**src/hdl/brfr_pkg.sv**
```systemverilog
// Package for the bounded request FIFO with removal.
// Holds the command and status codes, the word types of both channels and the cell control.
// No dependencies.
package brfr_pkg;

    typedef enum logic [1:0] {
        CMD_PUSH   = 2'd0,
        CMD_POP    = 2'd1,
        CMD_REMOVE = 2'd2,
        CMD_PEEK   = 2'd3
    } t_cmd;

    typedef enum logic [1:0] {
        STAT_OK       = 2'd0,
        STAT_FULL     = 2'd1,
        STAT_EMPTY    = 2'd2,
        STAT_NOTFOUND = 2'd3
    } t_status;

    typedef enum logic {
        ST_IDLE   = 1'b0,
        ST_ROTATE = 1'b1
    } t_state;

    localparam int CAP_W     = 7;
    localparam int CAP_RESET = 64;

    typedef struct packed {
        t_cmd        cmd;
        logic [15:0] value;
    } t_cmd_word;

    typedef struct packed {
        t_status     status;
        logic [15:0] popped_value;
        logic [15:0] head_value;
        logic        head_valid;
        logic [6:0]  count;
    } t_result_word;

    // Per-cell control: load a new word, or take the word of the next cell.
    typedef struct packed {
        logic shift;
        logic load;
    } t_cell_ctl;

endpackage

```
**src/hdl/brfr_cell.sv**
```systemverilog
// One storage cell of the queue chain.
// Depends on brfr_pkg for the cell control struct.
module brfr_cell #(
    parameter int VALUE_BITS = 16
) (
    input  logic                  i_clk,
    input  brfr_pkg::t_cell_ctl   i_ctl,
    input  logic [VALUE_BITS-1:0] i_load_data,
    input  logic [VALUE_BITS-1:0] i_next_data,
    output logic [VALUE_BITS-1:0] o_data
);
    import brfr_pkg::*;

    logic [VALUE_BITS-1:0] r_data;
    logic [VALUE_BITS-1:0] n_data;

    // A load wins over a shift: during a rotation the old head lands at the tail.
    always_comb begin
        n_data = r_data;
        if (i_ctl.load) begin
            n_data = i_load_data;
        end else if (i_ctl.shift) begin
            n_data = i_next_data;
        end
    end

    always_ff @(posedge i_clk) begin
        r_data <= n_data;
    end

    assign o_data = r_data;

endmodule

```
**src/hdl/bounded_request_fifo_with_removal_core.sv**
```systemverilog
// Bounded request FIFO with removal: push, pop and peek need no busy phase, and a new word can
// be started every cycle while busy is low; the result word appears in the cycle after acceptance.
// Remove rotates the whole chain once through its head, one cell step per cycle, so it keeps
// busy high until every entry has passed the head, and reports in the cycle after the last step.
// Reset is synchronous and active low: the queue is empty and capacity returns to 64.
// Results are shown for exactly one cycle with o_valid; the receiver cannot stall them.
module bounded_request_fifo_with_removal_core #(
    parameter int DEPTH      = 64,
    parameter int VALUE_BITS = 16
) (
    input  logic                        i_clk,
    input  logic                        i_rst_n,
    input  logic                        start,
    output logic                        busy,
    input  brfr_pkg::t_cmd_word         i_cmd,
    output logic                        o_valid,
    output brfr_pkg::t_result_word      o_result,
    input  logic                        i_cfg_we,
    input  logic [brfr_pkg::CAP_W-1:0]  i_cfg_data
);
    import brfr_pkg::*;

    localparam int CNT_W = $clog2(DEPTH + 1);

    // Control state.
    t_state                r_state,    n_state;
    logic [CNT_W-1:0]      r_count,    n_count;
    logic [CNT_W-1:0]      r_left,     n_left;
    logic                  r_found,    n_found;
    logic                  r_valid,    n_valid;
    logic [CAP_W-1:0]      r_capacity;

    // Payload registers, no reset needed.
    logic [VALUE_BITS-1:0] r_key,      n_key;
    t_status               r_status,   n_status;
    logic [15:0]           r_popped,   n_popped;

    // Chain signals.
    logic [VALUE_BITS-1:0] w_cell_q [DEPTH];
    logic                  w_shift_all;
    logic                  w_load_en;
    logic [CNT_W-1:0]      w_load_idx;
    logic [VALUE_BITS-1:0] w_load_data;

    logic                  w_accept;
    logic                  w_full;
    logic                  w_empty;
    logic                  w_hit;
    logic [31:0]           w_in32;
    logic [31:0]           w_head32;
    logic [VALUE_BITS-1:0] w_key_in;
    logic [VALUE_BITS-1:0] w_head;

    assign w_in32   = 32'(i_cmd.value);
    assign w_key_in = w_in32[VALUE_BITS-1:0];
    assign w_head   = w_cell_q[0];
    assign w_head32 = 32'(w_head);

    assign busy     = (r_state == ST_ROTATE);
    assign w_accept = start && !busy;
    assign w_empty  = (r_count == '0);

    // The effective limit is the smaller of the capacity register and the depth.
    assign w_full = (32'(r_count) >= 32'(r_capacity)) || (32'(r_count) >= DEPTH);

    // During a rotation only the first matching word is dropped.
    assign w_hit = !r_found && (w_head == r_key);

    always_comb begin
        n_state     = r_state;
        n_count     = r_count;
        n_left      = r_left;
        n_found     = r_found;
        n_key       = r_key;
        n_status    = r_status;
        n_popped    = r_popped;
        n_valid     = 1'b0;
        w_shift_all = 1'b0;
        w_load_en   = 1'b0;
        w_load_idx  = r_count;
        w_load_data = w_key_in;

        unique case (r_state)
            ST_IDLE: begin
                if (w_accept) begin
                    n_popped = '0;
                    unique case (i_cmd.cmd)
                        CMD_PUSH: begin
                            n_valid = 1'b1;
                            if (w_full) begin
                                n_status = STAT_FULL;
                            end else begin
                                n_status  = STAT_OK;
                                w_load_en = 1'b1;
                                n_count   = r_count + 1'b1;
                            end
                        end
                        CMD_POP: begin
                            n_valid = 1'b1;
                            if (w_empty) begin
                                n_status = STAT_EMPTY;
                            end else begin
                                n_status    = STAT_OK;
                                n_popped    = w_head32[15:0];
                                w_shift_all = 1'b1;
                                n_count     = r_count - 1'b1;
                            end
                        end
                        CMD_REMOVE: begin
                            if (w_empty) begin
                                n_valid  = 1'b1;
                                n_status = STAT_EMPTY;
                            end else begin
                                n_state = ST_ROTATE;
                                n_left  = r_count;
                                n_found = 1'b0;
                                n_key   = w_key_in;
                            end
                        end
                        CMD_PEEK: begin
                            n_valid  = 1'b1;
                            n_status = w_empty ? STAT_EMPTY : STAT_OK;
                        end
                        default: begin
                            n_valid = 1'b0;
                        end
                    endcase
                end
            end
            ST_ROTATE: begin
                // Every cell takes its neighbor's word; the old head goes back in at the
                // tail unless it is the word being removed.
                w_shift_all = 1'b1;
                if (w_hit) begin
                    n_found = 1'b1;
                    n_count = r_count - 1'b1;
                end else begin
                    w_load_en   = 1'b1;
                    w_load_idx  = r_count - 1'b1;
                    w_load_data = w_head;
                end
                n_left = r_left - 1'b1;
                if (r_left == CNT_W'(1)) begin
                    n_state  = ST_IDLE;
                    n_valid  = 1'b1;
                    n_status = (r_found || w_hit) ? STAT_OK : STAT_NOTFOUND;
                end
            end
            default: begin
                n_state = ST_IDLE;
            end
        endcase
    end

    always_ff @(posedge i_clk) begin
        if (!i_rst_n) begin
            r_state    <= ST_IDLE;
            r_count    <= '0;
            r_left     <= '0;
            r_found    <= 1'b0;
            r_valid    <= 1'b0;
            r_capacity <= CAP_W'(CAP_RESET);
        end else begin
            r_state <= n_state;
            r_count <= n_count;
            r_left  <= n_left;
            r_found <= n_found;
            r_valid <= n_valid;
            if (i_cfg_we) begin
                r_capacity <= i_cfg_data;
            end
        end
    end

    always_ff @(posedge i_clk) begin
        r_key    <= n_key;
        r_status <= n_status;
        r_popped <= n_popped;
    end

    // The chain of storage cells, oldest word in cell 0.
    for (genvar g = 0; g < DEPTH; g++) begin : g_cell
        t_cell_ctl             w_ctl;
        logic [VALUE_BITS-1:0] w_next;

        assign w_ctl.shift = w_shift_all;
        assign w_ctl.load  = w_load_en && (w_load_idx == CNT_W'(g));

        if (g == DEPTH - 1) begin : g_last
            assign w_next = '0;
        end else begin : g_mid
            assign w_next = w_cell_q[g+1];
        end

        brfr_cell #(
            .VALUE_BITS(VALUE_BITS)
        ) u_cell (
            .i_clk       (i_clk),
            .i_ctl       (w_ctl),
            .i_load_data (w_load_data),
            .i_next_data (w_next),
            .o_data      (w_cell_q[g])
        );
    end

    // The result word describes the queue after the command, straight from the registers.
    always_comb begin
        o_result.status       = r_status;
        o_result.popped_value = r_popped;
        o_result.head_valid   = !w_empty;
        o_result.head_value   = w_empty ? 16'd0 : w_head32[15:0];
        o_result.count        = 7'(r_count);
    end

    assign o_valid = r_valid;

    // The fill level never passes the depth.
    a_count_bound: assert property (@(posedge i_clk) disable iff (!i_rst_n)
        32'(r_count) <= DEPTH)
        else $error("fill level above depth");

    // Push, pop and peek report in the very next cycle.
    a_fast_result: assert property (@(posedge i_clk) disable iff (!i_rst_n)
        (w_accept && i_cmd.cmd != CMD_REMOVE) |=> r_valid)
        else $error("missing result after a single cycle command");

    // A rotation drops at most one word and always has steps left.
    a_rotate_left: assert property (@(posedge i_clk) disable iff (!i_rst_n)
        (r_state == ST_ROTATE) |-> (r_left != '0))
        else $error("rotation with no steps left");

    a_single_drop: assert property (@(posedge i_clk) disable iff (!i_rst_n)
        (r_state == ST_ROTATE && r_found) |-> !w_load_en || !w_hit)
        else $error("second word dropped in one removal");

    // A result leaves no rotation running.
    a_result_idle: assert property (@(posedge i_clk) disable iff (!i_rst_n)
        r_valid |-> (r_state == ST_IDLE))
        else $error("result shown while still rotating");

endmodule
```
**config.mk**
```make
export PLATFORM = sky130hd
export DESIGN_NAME = bounded_request_fifo_with_removal_core
export DESIGN_NICKNAME = d
export VERILOG_FILES = /design/src/hdl/brfr_pkg.sv /design/src/hdl/brfr_cell.sv /design/src/hdl/bounded_request_fifo_with_removal_core.sv
export SDC_FILE = /design/constraint.sdc
export NUM_CORES = 1
export LEC_CHECK = 0
export BUFFER_PORTS_ARGS = -buffer_cell sky130_fd_sc_hd__buf_2
export CELL_PAD_IN_SITES_DETAIL_PLACEMENT = 0
export CELL_PAD_IN_SITES_GLOBAL_PLACEMENT = 1
export CORE_ASPECT_RATIO = 1.25
export CORE_UTILIZATION = 30
export CTS_BUF_LIST = sky130_fd_sc_hd__clkbuf_8
export CTS_CLUSTER_SIZE = 10
export DETAILED_ROUTE_END_ITERATION = 7
export PLACE_DENSITY_LB_ADDON = 0.1
export SYNTH_ARGS = -nofsm -noshare
export SYNTH_HDL_FRONTEND = slang
export SYNTH_SLANG_ARGS = --single-unit
```
**constraint.sdc**
```tcl
create_clock -name i_clk -period 3.4 [get_ports i_clk]
set_input_delay 0.34 -clock i_clk [delete_from_list [all_inputs] [get_ports i_clk]]
set_output_delay 0.34 -clock i_clk [all_outputs]
set_load 0.01 [all_outputs]
```
# After elaboration in Yosys (flattened, before gate mapping)
# Cells that the tools add are included.
[word_totals]
inputBits = 29
regBits = 1082
elab_cells = 477
output_inout_bits = 44
[op_classes]
n_lt_le_gt_ge = 2
n_eq_ne = 77
muxes = 174
add_sub_neg = 3
n_reduce_logical = 146
bitwise = 2
[op_table]
columns = ["operator", "count"]
rows = [
  ["2-to-1 mux 16 bit", 131],
  ["equality test 7 x 6 -> 1 bit, second input constant", 32],
  ["nonzero test 2 bit", 64],
  ["equality test 7 x 5 -> 1 bit, second input constant", 16],
  ["logical AND 1 bit", 66],
  ["2-to-1 mux 7 bit", 9],
  ["equality test 7 x 4 -> 1 bit, second input constant", 8],
  ["one-hot mux 7 bit (2 select lines)", 3],
  ["equality test 7 x 3 -> 1 bit, second input constant", 4],
  ["2-to-1 mux 1 bit", 18],
  ["equality test 16 bit", 1],
  ["equality test 7 x 1 -> 1 bit, second input constant", 2],
  ["equality test 7 x 2 -> 1 bit, second input constant", 2],
  ["zero test 7 bit", 2],
  ["subtractor 7 x 1 -> 7 bit, second input constant", 2],
  ["one-hot mux 1 bit (2 select lines)", 6],
  ["2-to-1 mux 2 bit", 5],
  ["inequality test 3 bit, second input constant", 3],
  ["AND reduction 4 bit", 2],
  ["adder 7 x 1 -> 7 bit, second input constant", 1],
  ["greater-or-equal comparator 7 bit", 1],
  ["greater-or-equal comparator 7 bit, second input constant", 1],
  ["inequality test 2 x 1 -> 1 bit, second input constant", 3],
  ["one-hot mux 2 bit (3 select lines)", 1],
  ["14 further kinds", 21],
]

# Logic depth before layout (Yosys ltp)
# Gate-level depths: netlist (run 1).
[logic_depth]
ltp_word = 8
ltp_mapped = 14
mapped_depth_nobuf = 10

# Cells and area by module
# A second synthesis (run 1) with hierarchy kept.
[hier_totals]
hier_cells = 2670
area_unflattened_um2 = 50713.6
[by_module_without_submodules]
columns = ["mod", "area_each_um2", "seq_area_each_um2", "cells_each", "instances"]
rows = [
  ["brfr_cell", 732.0, 480.5, 35, 64],
  ["bounded_request_fifo_with_removal_core", 3868.7, 1501.4, 430, 1],
]

# Worst setup path after synthesis (run 1)
# Ideal clock, no wire load.
[synth_path]
path_kind = "reg-to-reg"
start = "register r_count[0]"
end = "register g_cell[58].u_cell.r_data[0] (enable)"
t_arrival_ns = 3.362
stages_incl_launch_ff = 15
period_less_slack_ns = 3.724
setup_slack_ns = -0.324
setup_ns = 0.362
cell_sequence = "dfxtp_1 > buf_2 > clkinv_1 > ha_1 > buf_2 > nor3b_1 > nand2_1 > nor2_1 > inv_1 > and3_1 > clkbuf_1 > a21oi_1 > clkbuf_1 > buf_2 > nand2_1"
[synth_via]
elab_chain_cells = 8
word_cells_on_any_way = 18
[synth_rtl]
columns = ["element", "line_no", "text"]
rows = [
  ["start: declaration", "bounded_request_fifo_with_removal_core.sv:27", "logic [CNT_W-1:0] r_count, n_count;"],
  ["start signal: assignment", "bounded_request_fifo_with_removal_core.sv:165", "r_count <= n_count;"],
  ["greater-or-equal comparator 7 bit", "bounded_request_fifo_with_removal_core.sv:64", "assign w_full = (32'(r_count) >= 32'(r_capacity)) || (32'(r_count) >= DEPTH);"],
  ["logical OR 1 bit", "bounded_request_fifo_with_removal_core.sv:64", ""],
  ["2-to-1 mux 1 bit", "bounded_request_fifo_with_removal_core.sv:90", "if (w_full) begin"],
  ["2-to-1 mux 1 bit", "bounded_request_fifo_with_removal_core.sv:87", "unique case (i_cmd.cmd)"],
  ["2-to-1 mux 1 bit", "bounded_request_fifo_with_removal_core.sv:85", "if (w_accept) begin"],
  ["one-hot mux 1 bit (2 select lines)", "bounded_request_fifo_with_removal_core.sv:83", "unique case (r_state)"],
  ["logical AND 1 bit", "bounded_request_fifo_with_removal_core.sv:187", "assign w_ctl.load = w_load_en && (w_load_idx == CNT_W'(g));"],
  ["nonzero test 2 bit (no line) (*)", "--", ""],
  ["end signal: assignment", "brfr_cell.sv:28", "r_data <= n_data;"],
  ["end: declaration", "brfr_cell.sv:14", "logic [VALUE_BITS-1:0] r_data;"],
]
# Every way passes the cells marked *; elsewhere a longest branch is shown, timed or not.
# A chain may end at the register's enable or synchronous reset.

# Worst setup path after layout (run 1)
[layout_path]
start = "register g_cell[0].u_cell.r_data[6]"
end = "register g_cell[45].u_cell.r_data[12] (data pin)"
[layout_via]
elab_chain_cells = 7
word_cells_on_any_way = 11
[layout_rtl]
columns = ["element", "line_no", "text"]
rows = [
  ["start: declaration", "brfr_cell.sv:14", ""],
  ["start signal: assignment", "brfr_cell.sv:28", ""],
  ["equality test 16 bit (*)", "bounded_request_fifo_with_removal_core.sv:67", "assign w_hit = !r_found && (w_head == r_key);"],
  ["logical AND 1 bit (*)", "bounded_request_fifo_with_removal_core.sv:67", ""],
  ["2-to-1 mux 7 bit", "bounded_request_fifo_with_removal_core.sv:134", "if (w_hit) begin"],
  ["2-to-1 mux 7 bit", "bounded_request_fifo_with_removal_core.sv:83", ""],
  ["equality test 7 x 6 -> 1 bit", "bounded_request_fifo_with_removal_core.sv:187", ""],
  ["logical AND 1 bit", "bounded_request_fifo_with_removal_core.sv:187", ""],
  ["2-to-1 mux 16 bit (*)", "brfr_cell.sv:20", "if (i_ctl.load) begin"],
  ["via g_cell[45].u_cell.n_data[12]", "brfr_cell.sv:15", "logic [VALUE_BITS-1:0] n_data;"],
  ["end signal: assignment", "brfr_cell.sv:28", ""],
  ["end: declaration", "brfr_cell.sv:14", ""],
]
# Mark *: on every way through the listed nets, which the timed path passes. The rest lies on a longest branch.

==> results of run 1 <==
layer usage:
| metal | routed length (um) | track usage | share of wire | vias up |
|---|---|---|---|---|
| li1 | - | - | - | 11511 |
| met5 | 0 | 0 | 0 | - |
| met2 | 61600 | 0.250 | 0.51 | 421 |
| met4 | 3200 | 0.0532 | 0.027 | 0 |
| met3 | 3930 | 0.0257 | 0.033 | 211 |
| met1 | 51000 | 0.178 | 0.43 | 12718 |
final cells by class:
| cell class | count | share of cell area |
|---|---|---|
| Antenna cell | 4 | 0.000171 |
| Clock buffer | 185 | 0.0435 |
| Clock inverter | 140 | 0.0115 |
| Inverter | 17 | 0.00111 |
| Multi-Input combinational cell | 1471 | 0.264 |
| Sequential cell | 1082 | 0.551 |
| Tap cell | 2062 | 0.0440 |
| Timing Repair Buffer | 403 | 0.0851 |
cells in the mapped netlist (2+ instances only):
master	n
sky130_fd_sc_hd__edfxtp_1	1058
sky130_fd_sc_hd__mux2_2	879
sky130_fd_sc_hd__mux2_1	132
sky130_fd_sc_hd__nand2_1	128
sky130_fd_sc_hd__clkbuf_1	101
sky130_fd_sc_hd__buf_2	64
sky130_fd_sc_hd__nor2b_1	43
sky130_fd_sc_hd__nand3_4	32
sky130_fd_sc_hd__and2_1	29
sky130_fd_sc_hd__dfxtp_1	24
sky130_fd_sc_hd__xor2_1	24
sky130_fd_sc_hd__buf_6	19
sky130_fd_sc_hd__nand2b_1	19
sky130_fd_sc_hd__nor2_1	19
sky130_fd_sc_hd__buf_1	16
sky130_fd_sc_hd__inv_1	16
sky130_fd_sc_hd__buf_4	14
sky130_fd_sc_hd__ha_1	11
sky130_fd_sc_hd__a21oi_1	10
sky130_fd_sc_hd__and3_1	10
sky130_fd_sc_hd__mux2i_1	10
sky130_fd_sc_hd__o21ai_0	10
sky130_fd_sc_hd__nand3_1	9
sky130_fd_sc_hd__nand3_2	8
sky130_fd_sc_hd__nor4_1	8
sky130_fd_sc_hd__nand2_2	7
sky130_fd_sc_hd__nor3_1	7
sky130_fd_sc_hd__or3_1	5
sky130_fd_sc_hd__xnor2_1	5
sky130_fd_sc_hd__a211oi_1	4
sky130_fd_sc_hd__nand2_4	4
sky130_fd_sc_hd__o211a_1	4
sky130_fd_sc_hd__a31oi_4	3
sky130_fd_sc_hd__nor3b_1	3
sky130_fd_sc_hd__or4_1	3
sky130_fd_sc_hd__a21boi_0	2
sky130_fd_sc_hd__a221oi_1	2
sky130_fd_sc_hd__nor2_2	2
sky130_fd_sc_hd__o32ai_4	2
flip-flops by register name (all words and copies together), names as in the netlist:
signal and count:
r_found 1, r_key 16, g_cell.u_cell.o_data 1024, busy 1, r_count 7, r_status 2, r_capacity 7, o_valid 1
r_popped 16, r_left 7
cell families after synthesis:
kind of cell,Yosys count,synth area share
and+or+nand+nor,342,0.0455
adders and majority gates,11,0.00287
DFF,1082,0.672
muxes,1022,0.240
xor gates and xnor gates,29,0.00529
AOI/OAI and AO/OA,55,0.0104
buffers and inverters,232,0.0241
report_power, final:
part / switching [mW] / total (mW) / internal (mW)
registers: 0.233 / 15.9 / 15.7
clock network: 5.42 / 10.6 / 5.22
logic: 1.87 / 3.21 / 1.35
worst reg2reg max path, stage by stage, from the launching register on:
cell and delay [ps]:
sky130_fd_sc_hd__edfxtp_1 420, sky130_fd_sc_hd__xor2_1 200, sky130_fd_sc_hd__nor4_2 390, sky130_fd_sc_hd__and4_4 360, sky130_fd_sc_hd__nor4_4 60, sky130_fd_sc_hd__or3_4 390
sky130_fd_sc_hd__a21oi_4 150, sky130_fd_sc_hd__buf_12 140, sky130_fd_sc_hd__buf_12 140, sky130_fd_sc_hd__buf_8 150, sky130_fd_sc_hd__nand3_4 160, sky130_fd_sc_hd__buf_12 200
sky130_fd_sc_hd__mux2_4 320
repair_timing:
action                                 CTS  global route
resized for setup                        9           102
cloned                                   2            27
endpoints found under the hold margin   60             0
hold buffers                            43             0
pin swaps                                1            17
buffers inserted                         0            47
setup endpoints to repair              718          1933
worst max path at each step:
stage | start | slack, ps | end | depth (start not counted)
global placement | g_cell[0].u_cell.o_data[6] | -200 | g_cell[45].u_cell.o_data[12] | 11
floorplan | r_count[0] | -130 | g_cell[11].u_cell.o_data[0] | 14
CTS | g_cell[0].u_cell.o_data[5] | -20 | g_cell[38].u_cell.o_data[11] | 11
finish | g_cell[0].u_cell.o_data[6] | 80 | g_cell[45].u_cell.o_data[12] | 12
global route | g_cell[0].u_cell.o_data[0] | -90 | g_cell[54].u_cell.o_data[9] | 11
detailed placement | g_cell[0].u_cell.o_data[6] | -100 | g_cell[38].u_cell.o_data[9] | 10
through the flow:
| stage | power [mW] | instances | cell area [um^2] | setup slack (ps) | setup TNS (ps) |
|---|---|---|---|---|---|
| 2_1_floorplan | 17.6 | 2773 | 48200 | -133 | -23210 |
| 3_3_place_gp | 19.2 | 4916 | 53400 | -198 | -94310 |
| 3_5_place_dp | 19.3 | 4916 | 53400 | -99.5 | -19850 |
| 4_1_cts | 30.2 | 5286 | 57200 | -17.7 | -196 |
| 5_1_grt | 31.1 | 5362 | 58600 | -85.4 | -17360 |
| 6_report | 29.7 | 5364 | 58600 | 84.6 | 0 |
==> results.txt, run 1 <==
----------------------------------------------------
[Final layout]
  Fin nets ... 3,197
  Fin util ... 0.370
  Footprint of the multi-input gates ... 0.0155 mm^2
  Most frequent standard cell in the layout excluding fill and tap cells ... sky130_fd_sc_hd__edfxtp_1
  Layout area overhead ... 22.1%
  FF+latch area ... 0.0323 mm^2
  Fraction of layout cells with a size suffix above 1 ... 0.493
  Most used cells in the layout excluding fill and tap cells ... sky130_fd_sc_hd__edfxtp_1, sky130_fd_sc_hd__mux2_2, sky130_fd_sc_hd__clkbuf_8
  Filler cell count in the final layout ... 14,702

[Timing]
  Final setup vio count ... 0
  Unrepaired setup endpoints after global routing ... yes
  Final hold slack ... 199 ps
  Worst clock skew ... 37.7 ps
  Part of the cycle the worst path needs ... 0.975
  Clock period minus final worst setup slack ... 3320 ps
  Upper clock frequency limit ... 302 MHz
  Slew Viols, Final ... 0
  Actual transition at the worst max-transition pin ... 702 ps
  Count of endpoints failing hold in the final timing report ... 0
  Worst slew margin relative to its limit ... 0.532

[Worst setup path]
  Kind of launch point of the worst setup path ... register
  CP Data Required Time ... 4040 ps
  Classification of the worst setup path ... reg2reg
  Arrival time of data at the critical path endpoint ... 3960 ps
  Number of cell instances on the worst register-to-register path ... 12
  Reg-to-reg startpoint ... g_cell[0].u_cell.o_data[6]
  CP Capture Type ... register
  Gate family responsible for the most delay along the worst path ... simple AND/OR/NAND/NOR gates
  Slowest stage delay, CP ... 420 ps
  Critical register-to-register path endpoint ... g_cell[45].u_cell.o_data[12]
  Reg2Reg Setup Slack ... 80 ps
  Critical path, cell by cell ... xor2_1, nor4_2, and4_4, nor4_4, or3_4, a21oi_4, buf_12, buf_12, buf_8, nand3_4, buf_12, mux2_4
  Buf/Inv on CP ... 4
  Crit path max-delay cell type ... sky130_fd_sc_hd__edfxtp_1
  Largest fanout on the critical path ... 5
  Crit path top cell by count ... sky130_fd_sc_hd__buf_12

[Clock network]
  Clock tree from TritonCTS ... yes
  Buffer depth of the longest clock path ... 3
  Sinks on Clock Net ... 1,082
  Clock network latency to the later pin of the worst-skew pair ... 890 ps
  Clock slew at the register clock pins of the worst setup and hold paths ... 60 ps
  Clock H-tree levels ... 4
  Total CTS buffers ... 182
  Clk root buf ... sky130_fd_sc_hd__clkbuf_8

[Synth]
  Cell type with the highest aggregate area in the netlist ... sky130_fd_sc_hd__edfxtp_1
  Number of nets in the synthesized netlist ... 2,813
  Number of library cell types mapped by synthesis ... 66
  Total of flip-flops plus latches after synthesis ... 1,082
  Area contributors post-synth ... sky130_fd_sc_hd__edfxtp_1, sky130_fd_sc_hd__mux2_2, sky130_fd_sc_hd__mux2_1, sky130_fd_sc_hd__nand3_4, sky130_fd_sc_hd__dfxtp_1
  Avg Synthesized Cell Area ... 17.3 um^2
  Post-synth EDFFs ... 1,058
  Gate count of the mapped netlist ... 2,773
  Fraction of synthesis flops using an asynchronous set or reset pin ... 0
  Portion of the post-synthesis area used by sequential elements ... 0.672
  Share of Yosys cell area claimed by the top area cell type ... 0.662
  Commonest register cell after synthesis ... sky130_fd_sc_hd__edfxtp_1
  Number of synthesis warnings ... 0
  Netlist area before placement ... 0.0480 mm^2

[Floorplanning]
  Effective utilization at floorplan ... 0.303
  Vert. Die Dim ... 449 um
  Full die area ... 0.162 mm^2
  I/O pins ... 73
  Overall die width ... 360 um
  Core Region ... 0.158 mm^2
  FP Rows ... 163

[Detailed routing]
  Number of iterations in the first detailed-routing pass ... 5
  Via density per instance ... 4.63
  Post-route antenna net violation count ... 0
  DR DRC count ... 0
  DR iter-0 viols ... 1,285
  Drt total wl ... 120,000 um
  Detailed-route via count ... 24,861
  Average routed wire per standard cell ... 22.3 um

[Hold path]
  Source of the worst hold timing path ... i_cmd[0]
  Cell count of the worst hold path ... 2
  Endpoint of the worst hold-timing path ... r_key[0]
  Path type of the worst min-delay path ... in2reg

[Power]
  Leakage dissipation ... 20.2 nW
  Pwr per Cell Area ... 508 mW/mm^2
  Peak supply drop ... 299 uV

[GRT]
  Antenna violations before repair ... 3
  Global-route wire length before repair ... 177,000 um
  Remaining Overflow, GRT ... 0
  Vias in the first global route ... 27,046
  Combined global-route utilization of all metal layers ... 0.144
  Pin count of the biggest net entering global routing ... 44

[Placed design]
  Placed wire-length estimate after detailed placement ... 74,500 um
  Buffers on Ports ... 72
  RD Place Congestion ... 0.738

[Run status]
  Outcome ... complete, no violations

[Job]
  Count of max-cap constraint violations ... 0

----------------------------------------------------
(Power assumes the default switching activity.)
==> inputs of run 2 (changes only) <==
- clock period: 3.4 -> 3.2 ns (I/O delays scaled with it)
==> results.txt, run 2 (same netlist as run 1, synthesis figures left out) <==
----------------------------------------------------
[Worst setup path]
  Classification of the worst setup path ... reg2reg
  Largest fanout on the critical path ... 6 (+1)
  Kind of launch point of the worst setup path ... register
  Arrival time of data at the critical path endpoint ... 3960 ps (about the same)
  CP Data Required Time ... 3830 ps (-210 ps)
  CP Capture Type ... register

[Detailed routing]
  Drt total wl ... 127,000 um (+6.4%)
  Post-route antenna net violation count ... 0 (unchanged)
  Average routed wire per standard cell ... 23.3 um (+4.2%)
  DR iter-0 viols ... 1,293 (+0.62%)
  Via density per instance ... 4.68 (+0.89%)
  DR DRC count ... 0 (unchanged)
  Number of iterations in the first detailed-routing pass ... 5 (unchanged)
  Detailed-route via count ... 25,602 (+3.0%)

[Clock network]
  Clock tree from TritonCTS ... yes
  Clock network latency to the later pin of the worst-skew pair ... 910 ps (+20 ps)
  Clock slew at the register clock pins of the worst setup and hold paths ... 60 ps (about the same)
  Buffer depth of the longest clock path ... 3 (unchanged)
  Sinks on Clock Net ... 1,082 (unchanged)
  Total CTS buffers ... 187 (+2.7%)
  Clk root buf ... sky130_fd_sc_hd__clkbuf_8
  Clock H-tree levels ... 4 (unchanged)

[GRT]
  Global-route wire length before repair ... 181,000 um (+2.4%)
  Vias in the first global route ... 27,186 (+0.52%)
  Antenna violations before repair ... 2 (-1)
  Pin count of the biggest net entering global routing ... 43 (-2.3%)
  Combined global-route utilization of all metal layers ... 0.149 (+0.00457)
  Remaining Overflow, GRT ... 0 (unchanged)

[Final layout]
  Number of flip-flops in the largest register ... 1,024 (unchanged)
  Fin nets ... 3,305 (+3.4%)
  Layout area overhead ... 28.1%
  Most frequent standard cell in the layout excluding fill and tap cells ... sky130_fd_sc_hd__edfxtp_1
  Fraction of layout cells with a size suffix above 1 ... 0.522 (+0.0293)
  Fin util ... 0.388 (+0.0183)
  Final Instance Area ... 0.0615 mm^2 (+5.0%)
  Most used cells in the layout excluding fill and tap cells ... sky130_fd_sc_hd__edfxtp_1, sky130_fd_sc_hd__mux2_2, sky130_fd_sc_hd__mux2_4

[Floorplanning]
  Overall die width ... 360 um (unchanged)
  I/O pins ... 73 (unchanged)
  Effective utilization at floorplan ... 0.303 (unchanged)
  FP Rows ... 163 (unchanged)
  Full die area ... 0.162 mm^2 (unchanged)
  Core Region ... 0.158 mm^2 (unchanged)
  Vert. Die Dim ... 449 um (unchanged)

[Run status]
  Violated checks ... setup timing
  Outcome ... finished with violations

[Power]
  Pwr per Cell Area ... 521 mW/mm^2 (+2.7%)
  Post-layout total power ... 32.1 mW (+7.8%)
  Leakage dissipation ... 22.0 nW (+9.1%)
  Peak supply drop ... 439 uV (+47%)

[Timing]
  Unrepaired setup endpoints after global routing ... yes
  Count of endpoints failing hold in the final timing report ... 0 (unchanged)
  Clock period minus final worst setup slack ... 3330 ps (+14.3 ps)
  Final total negative setup slack ... -31,860 ps (-31,860 ps)
  Final setup vio count ... 704 (+704)
  Part of the cycle the worst path needs ... 1.04 (+0.0654)
  Upper clock frequency limit ... 300 MHz (-0.43%)
  Slew Viols, Final ... 0 (unchanged)
  Actual transition at the worst max-transition pin ... 551 ps (-150 ps)
  Worst slew margin relative to its limit ... 0.630 (+0.0981)
  Final hold slack ... 155 ps (-43.5 ps)
  Worst clock skew ... 52.6 ps (+14.9 ps)
  Fin worst setup slack ... -130 ps (-214 ps)

[Placed design]
  RD Place Congestion ... 0.750 (+1.7%)
  Buffers on Ports ... 72 (unchanged)
  Area post-placement ... 0.0534 mm^2 (-0.11%)
  Placed wire-length estimate after detailed placement ... 73,800 um (-1.0%)

[Hold path]
  Path type of the worst min-delay path ... in2reg

[Job]
  Count of max-cap constraint violations ... 0 (unchanged)

----------------------------------------------------
[run 2: report_power, final]
part / switching (mW) / internal, mW
Clock: 5.84 / 5.63
Combinational: 2.15 / 1.53
Sequential: 0.254 / 16.6
Total: 8.25 / 23.8
[run 2: worst paths after layout]
kind	from	end	slack, ps	cells past startpoint
setup reg to reg	g_cell[0].u_cell.o_data[5]	g_cell[10].u_cell.o_data[11]	-130	14
hold reg to reg	g_cell[3].u_cell.o_data[14]	g_cell[2].u_cell.o_data[14]	500	1
setup / recovery	g_cell[0].u_cell.o_data[5]	g_cell[10].u_cell.o_data[11]	-130	14
hold / removal	i_cmd[9]	r_key[9]	160	2
[run 2: through the flow]
step           setup WS [ps]  std cells
6_report                -130       5475
4_1_cts                 -219       5346
2_1_floorplan           17.8       2773
3_5_place_dp            -367       4907
5_1_grt                 -256       5474
3_3_place_gp            -494       4907
[run 2: final cells by class]
class / instances / area [um^2]
diodes: 3 / 7.51
clock buffers: 192 / 2640
clock inverters: 142 / 649
fillers: 14511 / 96800
inverters: 17 / 65.1
multi-input cells: 1497 / 17100
flip-flops and latches: 1082 / 32300
well taps: 2062 / 2580
repair buffers: 480 / 6140
[run 2: worst max-delay path, cell delays in order (launching register included)]
cell and delay [ps]:
sky130_fd_sc_hd__edfxtp_1 420, sky130_fd_sc_hd__xor2_1 170, sky130_fd_sc_hd__nor4_2 290, sky130_fd_sc_hd__buf_4 170
sky130_fd_sc_hd__nand4_1 150, sky130_fd_sc_hd__buf_4 210, sky130_fd_sc_hd__buf_6 130, sky130_fd_sc_hd__mux2i_2 150
sky130_fd_sc_hd__a211oi_2 280, sky130_fd_sc_hd__o22ai_4 160, sky130_fd_sc_hd__buf_12 180, sky130_fd_sc_hd__buf_12 140
sky130_fd_sc_hd__nand3_4 110, sky130_fd_sc_hd__clkbuf_16 180, sky130_fd_sc_hd__mux2_4 300
[run 2: layer usage]
layer	up-vias	global-route usage	wire (um)
li1	11754	-	-
met1	13154	0.187	54900
met2	494	0.252	64400
met3	200	0.0319	4860
met4	0	0.0477	3220
met5	-	0	0
[run 2: timing repair]
item | CTS | global route
buffers inserted | 43 | 70
resized for setup | 104 | 329
endpoints found under the setup margin | 2064 | 2032
pin swaps | 23 | 40
cloned | 19 | 65
hold buffers | 43 | 0
hold endpoints to repair | 91 | 0
